--- config.mk ---
export PLATFORM = sky130hd
export DESIGN_NAME = soc_div
export DESIGN_NICKNAME = d
export VERILOG_FILES = /design/src/rtl/stove_on_current_alarm_assert.svh /design/src/rtl/soc_pkg.sv /design/src/rtl/soc_div.sv
export SDC_FILE = /design/constraint.sdc
export NUM_CORES = 1
export LEC_CHECK = 0
export BUFFER_PORTS_ARGS = -buffer_cell sky130_fd_sc_hd__buf_2
export CORE_MARGIN = 2
export CORE_UTILIZATION = 45
export CTS_CLUSTER_SIZE = 12
export DETAILED_ROUTE_END_ITERATION = 7
export HOLD_SLACK_MARGIN = 0.08
export PLACE_DENSITY = 0.78
export SYNTH_ARGS = -nofsm -noshare
export SYNTH_HDL_FRONTEND = slang
export SYNTH_SLANG_ARGS = --single-unit
--- constraint.sdc ---
create_clock -name clk -period 1.9 [get_ports clk]
set_clock_uncertainty 0.05 [all_clocks]
set_input_delay 0.19 -clock clk [delete_from_list [all_inputs] [get_ports clk]]
set_output_delay 0.19 -clock clk [all_outputs]
set_load 0.01 [all_outputs]
--- src/rtl/stove_on_current_alarm_assert.svh ---
// ----------------------------------------------------------------------------
// Stove alarm assertion macros
// Shared concurrent assertion forms, clocked on clk and disabled in reset.
// ----------------------------------------------------------------------------
`ifndef STOVE_ON_CURRENT_ALARM_ASSERT_SVH
`define STOVE_ON_CURRENT_ALARM_ASSERT_SVH

// Same-cycle implication.
`define SOC_ASSERT_IMP(lbl, ante, cons, msg) \
  lbl: assert property (@(posedge clk) disable iff (!rst_n) (ante) |-> (cons)) \
    else $error(msg);

// Next-cycle implication.
`define SOC_ASSERT_NXT(lbl, ante, cons, msg) \
  lbl: assert property (@(posedge clk) disable iff (!rst_n) (ante) |=> (cons)) \
    else $error(msg);

`endif

--- src/rtl/soc_pkg.sv ---
// ----------------------------------------------------------------------------
// Stove alarm package
// Sizes, register indexes, mode codes, item types and shared helpers.
// ----------------------------------------------------------------------------
package soc_pkg;

  // Sizing.
  localparam int HISTORY_BYTES = 1024;
  localparam int TICKS         = 16;
  localparam int SAMPLE_BITS   = 10;

  localparam int HIST_BITS = HISTORY_BYTES * 8;
  localparam int HB_W      = $clog2(HIST_BITS);
  localparam int BA_W      = $clog2(HISTORY_BYTES);
  localparam int CNT_W     = $clog2(TICKS);
  localparam int ACC_W     = SAMPLE_BITS + CNT_W;
  localparam int DIV_W     = (HB_W + 1 > ACC_W) ? HB_W + 1 : ACC_W;
  localparam int DUTY_W    = 7;
  localparam int DVS_W     = (CNT_W > DUTY_W) ? CNT_W : DUTY_W;
  localparam int DUTY_MAX  = 100;

  // Configuration register widths and port.
  localparam int THR_W  = 10;
  localparam int HCL_W  = 13;
  localparam int BEEP_W = 8;
  localparam int REST_W = 16;
  localparam int QS_W   = 13;
  localparam int ONS_W  = 13;
  localparam int CFG_DW = 16;
  localparam int CFG_IW = 3;

  localparam logic [CFG_IW-1:0] REG_LEVEL_THR  = 3'd0;
  localparam logic [CFG_IW-1:0] REG_DUTY       = 3'd1;
  localparam logic [CFG_IW-1:0] REG_HALF_CYCLE = 3'd2;
  localparam logic [CFG_IW-1:0] REG_BEEP_COUNT = 3'd3;
  localparam logic [CFG_IW-1:0] REG_REST_SECS  = 3'd4;
  localparam logic [CFG_IW-1:0] REG_QUIET_SECS = 3'd5;
  localparam logic [CFG_IW-1:0] REG_ONSET_SECS = 3'd6;

  // Alarm modes and the extra status code.
  localparam logic [1:0] MODE_IDLE    = 2'd0;
  localparam logic [1:0] MODE_ALARM   = 2'd1;
  localparam logic [1:0] MODE_REST    = 2'd2;
  localparam logic [1:0] STAT_ON_IDLE = 2'd3;

  // Reciprocal of three for the two-thirds threshold.
  localparam int K3     = SAMPLE_BITS + 3;
  localparam int RECIP3 = (2 ** K3 + 2) / 3;

  typedef struct packed {
    logic [SAMPLE_BITS-1:0] adc_sample;
    logic                   button_level;
    logic                   second_done;
  } in_item_t;

  typedef struct packed {
    logic [1:0]             alarm_status;
    logic                   beep_drive;
    logic [SAMPLE_BITS-1:0] second_level;
  } out_item_t;

  typedef struct packed {
    logic             start;
    logic [DIV_W-1:0] dividend;
    logic [DVS_W-1:0] divisor;
  } div_req_t;

  typedef struct packed {
    logic             done;
    logic [DIV_W-1:0] quo;
  } div_rsp_t;

  typedef struct packed {
    logic            we;
    logic [BA_W-1:0] waddr;
    logic [7:0]      wdata;
    logic [BA_W-1:0] raddr;
  } hist_req_t;

  // Two thirds of the peak, truncated, by multiplying with a reciprocal.
  function automatic logic [SAMPLE_BITS-1:0] two_thirds(input logic [SAMPLE_BITS-1:0] peak);
    logic [SAMPLE_BITS:0]            x;
    logic [K3-1:0]                   m;
    logic [SAMPLE_BITS+1+K3-1:0]     prod;
    x    = {peak, 1'b0};
    m    = K3'(RECIP3);
    prod = (SAMPLE_BITS + 1 + K3)'(x) * (SAMPLE_BITS + 1 + K3)'(m);
    return prod[K3 +: SAMPLE_BITS];
  endfunction

endpackage

--- src/rtl/soc_div.sv ---
// ----------------------------------------------------------------------------
// Shared divider
// Restoring divider, one quotient bit per cycle, done pulses with the result.
// ----------------------------------------------------------------------------
module soc_div import soc_pkg::*; (
  input  logic     clk,
  input  logic     rst_n,
  input  div_req_t req,
  output div_rsp_t rsp
);

  localparam int CW = $clog2(DIV_W + 1);

  logic [DIV_W-1:0] q_r;
  logic [DVS_W-1:0] rem_r;
  logic [DVS_W-1:0] dvs_r;
  logic [CW-1:0]    cnt_r;
  logic             busy_r;
  logic             done_r;

  logic [DVS_W:0]   shifted;
  logic             ge;

  // One restoring step on the current remainder.
  assign shifted = {rem_r, q_r[DIV_W-1]};
  assign ge      = shifted >= {1'b0, dvs_r};

  always_ff @(posedge clk) begin
    if (!rst_n) begin
      busy_r <= 1'b0;
      done_r <= 1'b0;
      cnt_r  <= '0;
    end else if (req.start) begin
      q_r    <= req.dividend;
      dvs_r  <= req.divisor;
      rem_r  <= '0;
      cnt_r  <= CW'(DIV_W);
      busy_r <= 1'b1;
      done_r <= 1'b0;
    end else if (busy_r) begin
      rem_r  <= ge ? DVS_W'(shifted - {1'b0, dvs_r}) : shifted[DVS_W-1:0];
      q_r    <= {q_r[DIV_W-2:0], ge};
      cnt_r  <= cnt_r - 1'b1;
      busy_r <= (cnt_r != CW'(1));
      done_r <= (cnt_r == CW'(1));
    end else begin
      done_r <= 1'b0;
    end
  end

  assign rsp.done = done_r;
  assign rsp.quo  = q_r;

endmodule

==> results of run 1 <==
==> power breakdown <==
part           switching (mW)  internal, mW  total (mW)
clock                   0.254         0.252       0.506
combinational           0.253         0.251       0.505
sequential             0.0349         0.878       0.913
==> metal layers <==
layer,vias to the layer above,global-route usage (%),part of all wire (%)
met2,49,34.2,49
met3,6,6.17,6.0
li1,665,-,-
met1,660,23.9,43
met4,0,7.91,1.6
met5,-,0,0
==> cell type report <==
type,instances,area (µm²)
Clock buffer,6,72.6
Tap cell,48,60.1
Multi-Input combinational cell,93,828
Sequential cell,34,961
Clock inverter,2,8.76
Inverter,13,48.8
Fill cell,289,1370
Timing Repair Buffer,63,395
==> registers in the layout (all words and copies together), names as in the netlist <==
name,cells
q_r,14
dvs_r,7
rem_r,7
cnt_r,4
busy_r,1
done_r,1
==> logic make-up (layout without fill, tap and decap cells) <==
kind of cell    after synthesis  count (layout)  share of synthesized area [%]
compound gates               32              32                           12.7
xor+xnor                      5               5                           2.43
fa+ha+maj                    10              10                           7.37
buf+inv                      19              84                           5.08
flops                        34              34                           53.4
mux                          16              16                           9.87
simple gates                 30              30                           9.18
==> cell usage after synthesis (2+ instances only) <==
| cell | count |
|---|---|
| nor2b_1 | 2 |
| buf_4 | 3 |
| mux2_2 | 14 |
| inv_1 | 13 |
| nand2b_1 | 2 |
| edfxtp_1 | 28 |
| nor3_1 | 2 |
| a211oi_1 | 2 |
| o21ai_0 | 6 |
| mux2i_1 | 2 |
| dfxtp_1 | 6 |
| a21oi_1 | 8 |
| nor3b_1 | 3 |
| o22ai_1 | 2 |
| nand3_1 | 5 |
| o21a_1 | 6 |
| ha_1 | 9 |
| nand2_1 | 5 |
| nor2_1 | 5 |
| xnor2_1 | 4 |
==> cells in the final DEF (no fill, tap or decap), types with 2 or more instances in the layout <==
cell	instances
nor2b_1	2
dlygate4sd3_1	7
buf_2	38
clkbuf_8	5
nor3b_1	3
edfxtp_1	28
xnor2_1	4
nand3_1	3
mux2_2	14
o21ai_1	2
mux2i_1	2
nor2_1	5
inv_1	12
buf_4	18
nand3_2	2
a21oi_1	7
o21ai_0	4
o21a_1	6
dfxtp_1	6
nand2_1	4
ha_1	8
==> worst min-delay path by stage <==
stage / start / endpoint / slack (ps) / cells after the start
final: rst_n / cnt_r[2] / 150 / 2
after global routing: rst_n / cnt_r[2] / 140 / 2
after CTS: rst_n / cnt_r[2] / 150 / 2
after detailed placement: req[5] / dvs_r[5] / 320 / 1
after global placement: req[1] / dvs_r[1] / 320 / 1
after floorplan: req[0] / dvs_r[0] / 240 / 0
==> what timing repair did <==
| item | CTS | global route |
|---|---|---|
| gates resized for setup | 5 | 6 |
| hold buffers | 7 | 0 |
| buffers inserted | 2 | 2 |
| endpoints found under the hold margin | 7 | 0 |
| endpoints found under the setup margin | 8 | 8 |
| pin swaps | 6 | 4 |
==> out/qor.yml, run 1 <==
status: "complete, but fails checks"
violations: "setup timing"
clk_latency_ps: 290
grt_pass1_wl_mm: 6.60
place_congestion: 0.829
ys_seq_area_share_pct: 53.4
clock-root-buffer: "clkbuf_8"
netlist_top_cells_area: "edfxtp_1, mux2_2, dfxtp_1, ha_1, inv_1"
io_buffer_count: 38
antenna_found_initial: 0
syn-instance-count: 146
dp_slack_ps: -134
fin_util_pct: 63.4
finalWorstSetupSlack_ps: -165
numCtsBuffers: 5
start_kind: "flip-flop"
path_class: "flip-flop to flip-flop"
crit_slowest_cell: "edfxtp_1"
viasPerCell: 5.33
start_util_pct: 48.1
place_area_um2: 2150
cp-end-kind: "flip-flop"
die_x_um: 67.2
max_freq_mhz: 484
finalSetupViolCount: 8
clockBufferDepth: 2
p_leak_nw: 0.979
drc_errors: 0
grt-ovfl-total: 0
wire_per_inst_um: 15.3
reg2regPathDepth: 7
r2r_slack_ps: -170
slowest_delay_ps: 430
rsz0062_at_grt: "true"
drive_gt1_share_pct: 43.6
synth_edf_count: 28
num_vias: 1380
ys_warn_count: 0
syn_area_per_cell_um2: 12.3
crit_chain: "ha_4, fa_2, nand2b_4, o2bb2ai_4, a31oi_4, o21ai_0, a21oi_1"
min_period_ps: 2070
tns_ps: -1000
synthArstFlopShare_pct: 0
r2r-end: "rem_r[4]"
dp_cells: 240
final.period_utilization_pct: 109
synthToLayoutAreaGrowth_pct: 32.0
synthesis.area_um2: 1800
totalWireLength_mm: 3.95
worst_path_dominant_cell_family: "compound AO/OA/AOI/OAI gates"
dieArea_um2: 4520
path_depth: 7
fin_cells: 259
synthFlopType: "edfxtp_1"
io-pin-count: 39
worstPathRequired_ps: 1990
cts_tree: "yes"
grt_use_total_pct: 20.1
drtIter0Drc: 57
synth_top_area_share_pct: 46.7
ant_nets: 0
syn-num-nets: 180
clock-sinks: 34
first_global_vias: 1400
hold-worst-slack_ps: 151
worstPathArrival_ps: 2150
vdd_drop_max_mv: 0.672
rows: 22
startpoint: "dvs_r[0]"
power_density_nw_per_um2: 810
finalHoldViolations: 0
n_antenna_cell: 0
grt_max_degree: 29
design.core.area_um2: 3740
worst_slew_pin_slew_ps: 552
maxSlewHeadroom_pct: 63.2
path_clk_slew_ps: 70
reg2reg_from: "dvs_r[0]"
crit_end: "rem_r[4]"
crit_fanout: 7
hp-class: "primary input to flip-flop"
synth_top_area_cell: "edfxtp_1"
die_h_um: 67.2
path_buf_inv: 0
cap_violations: 0
synth.distinct_cells: 39
ys_ff_latch: 34
htree_levels: 2
dp.final_hpwl_mm: 2.71
fin_area_um2: 2370
slew_violations: 0
drtPass1Iterations: 4
nNetsFinal: 244
fin_total_pwr_mw: 1.92
Note: power is estimated with default switching activity, not from simulation.
==> inputs of run 2 (changes only) <==
--- a/config.mk
+++ b/config.mk
@@ -14,2 +14,3 @@
 export PLACE_DENSITY = 0.78
+export SLEW_MARGIN = 40
 export SYNTH_ARGS = -nofsm -noshare
==> constraint.sdc (replaced) <==
create_clock -name clk -period 1.9 [get_ports clk]
set_clock_uncertainty 0.05 [all_clocks]
set_input_delay 0.095 -clock clk [delete_from_list [all_inputs] [get_ports clk]]
set_output_delay 0.095 -clock clk [all_outputs]
set_load 0.01 [all_outputs]
==> run 2 against run 1 <==
Against the previous run: cell area up 6.2%; fmax is 1.1% lower; die area unchanged; the flow still finishes with violations (setup timing); largest power group unchanged; worst hold slack lost 62 ps; critical endpoint unchanged; sequential share of layout area fell by 2.3 points.
==> out/qor.yml, run 2 (same netlist as run 1, synthesis figures left out) <==
fin_total_pwr_mw: 1.98  # was 1.92 mW
ant_nets: 0  # unchanged
clock-root-buffer: "clkbuf_8"  # unchanged
start_kind: "flip-flop"  # unchanged
finalSetupViolCount: 8  # unchanged
totalWireLength_mm: 4.72  # was 3.95 mm
reg.largest.list: "q_r x14, dvs_r x7, rem_r x7"  # unchanged
grt_pass1_wl_mm: 7.48  # was 6.60 mm
grt_max_degree: 29  # unchanged
grt-ovfl-total: 0  # unchanged
largest_reg_flops: 14  # unchanged
place_congestion: 0.829  # unchanged
min_period_ps: 2090  # was 2070 ps
nFillCells: 249  # was 289
rows: 22  # unchanged
synthToLayoutAreaGrowth_pct: 40.1  # was 32.0%
drc_errors: 0  # unchanged
grt_use_total_pct: 22.8  # was 20.1%
antenna_found_initial: 0  # unchanged
slowest_delay_ps: 410  # was 430 ps
worst_path_dominant_cell_family: "adder cells"  # was compound AO/OA/AOI/OAI gates
layout_common_cells: "buf_2, edfxtp_1, dlygate4sd3_1"  # was buf_2, edfxtp_1, buf_4
finalWorstSetupSlack_ps: -189  # was -165 ps
io_buffer_count: 38  # unchanged
dp.final_hpwl_mm: 2.71  # unchanged
final_common_cell: "buf_2"  # unchanged
drtIter0Drc: 73  # was 57
startpoint: "dvs_r[0]"  # unchanged
cts_tree: "yes"  # unchanged
fin_util_pct: 67.3  # was 63.4%
clockBufferDepth: 2  # unchanged
grt_util_met3_pct: 5.00  # was 6.17%
reg2reg_from: "dvs_r[0]"  # unchanged
slew_violations: 0  # unchanged
grt_most_used_layer: "met2"  # unchanged
vdd_drop_max_mv: 0.800  # was 0.672 mV
die_x_um: 67.2  # unchanged
drtPass1Iterations: 4  # unchanged
viasPerCell: 5.41  # was 5.33
hold-worst-slack_ps: 88.4  # was 151 ps
maxSlewHeadroom_pct: 62.2  # was 63.2%
r2r_slack_ps: -190  # was -170 ps
path_class: "flip-flop to flip-flop"  # unchanged
num_vias: 1476  # was 1,380
tns_ps: -1130  # was -1000 ps
gr-usage-met1_pct: 27.1  # was 23.9%
regArea_um2: 961  # unchanged
die_h_um: 67.2  # unchanged
final.period_utilization_pct: 110  # was 109%
nNetsFinal: 258  # was 244
max_freq_mhz: 479  # was 484 MHz
numCtsBuffers: 5  # unchanged
crit_fanout: 4  # was 7
p_leak_nw: 1.04  # was 0.979 nW
drive_gt1_share_pct: 42.2  # was 43.6%
status: "complete, but fails checks"  # unchanged
holdCritStartpoint: "req[11]"  # was rst_n
path_clk_slew_ps: 70  # about the same
htree_levels: 2  # unchanged
dieArea_um2: 4520  # unchanged
rsz0062_at_grt: "true"  # unchanged
first_global_vias: 1535  # was 1,400
worstPathRequired_ps: 1860  # was 1990 ps
clk_latency_ps: 290  # about the same
design.core.area_um2: 3740  # unchanged
io-pin-count: 39  # unchanged
finalHoldViolations: 0  # unchanged
violations: "setup timing"  # unchanged
n_antenna_cell: 0  # unchanged
power_density_nw_per_um2: 787  # was 810 nW/µm²
cp-end-kind: "flip-flop"  # unchanged
worstPathArrival_ps: 2050  # was 2150 ps
wire_per_inst_um: 17.3  # was 15.3 µm
hp-class: "primary input to flip-flop"  # unchanged
path_buf_inv: 1  # was 0
start_util_pct: 48.1  # unchanged
cap_violations: 0  # unchanged
crit_chain: "ha_4, fa_2, nand2b_4, o2bb2ai_4, buf_4, xnor2_1, o21ai_0, a21oi_1"  # was ha_4, fa_2, nand2b_4, o2bb2ai_4, a31oi_4, o21ai_0, a21oi_1
crit_slowest_cell: "edfxtp_1"  # unchanged
largest_register: "q_r"  # unchanged
multi_input_area_um2: 837  # was 828 µm²
worst_slew_pin_slew_ps: 567  # was 552 ps
clock-sinks: 34  # unchanged
grt_use_met2_pct: 40.8  # was 34.2%
-- run 2: area by class of cell --
cell class,count,area share (%)
multi-input combinational,93,33.2
tap,48,2.38
clock buffer,6,2.88
clock inverter,2,0.347
inverter,13,1.94
timing repair buffer,77,21.1
sequential,34,38.1
-- run 2: path summary, 6_finish.rpt --
kind | to | cells after the start
min | q_r[4] | 2
max reg2reg | rem_r[4] | 8
max | rem_r[4] | 8
min reg2reg | q_r[8] | 1
-- run 2: where the power goes --
part	switching, mW	internal [mW]
Clock	0.271	0.252
Combinational	0.273	0.273
Sequential	0.0379	0.878
-- run 2: through the flow --
stage / instances / setup slack, ps / area [µm²]
finish: 273 / -189 / 2520
global route: 273 / -290 / 2520
CTS: 270 / -139 / 2460
detailed placement: 240 / -134 / 2150
global placement: 240 / -57.5 / 2150
floorplan: 146 / -94.1 / 1840
-- run 2: metal layers --
metal	share of wire, %	wire (µm)
met1	40	1890
met2	51	2410
met3	6.9	327
met4	1.9	92
met5	0	0
-- run 2: worst reg2reg max path: cells and delay by family, from the launching register on --
kind | cells | cell delay [ps]
fa+ha+maj | 2 | 540
compound gates | 3 | 400
flops | 1 | 410
simple gates | 1 | 160
buf+inv | 1 | 150
xor+xnor | 1 | 110
-- run 2: repair_timing --
action | in CTS | in global routing
hold endpoints to repair | 22 | 0
setup buffers | 2 | 3
gates resized for setup | 5 | 8
endpoints found under the setup margin | 8 | 8
hold buffers | 20 | 0
pin swaps | 6 | 6
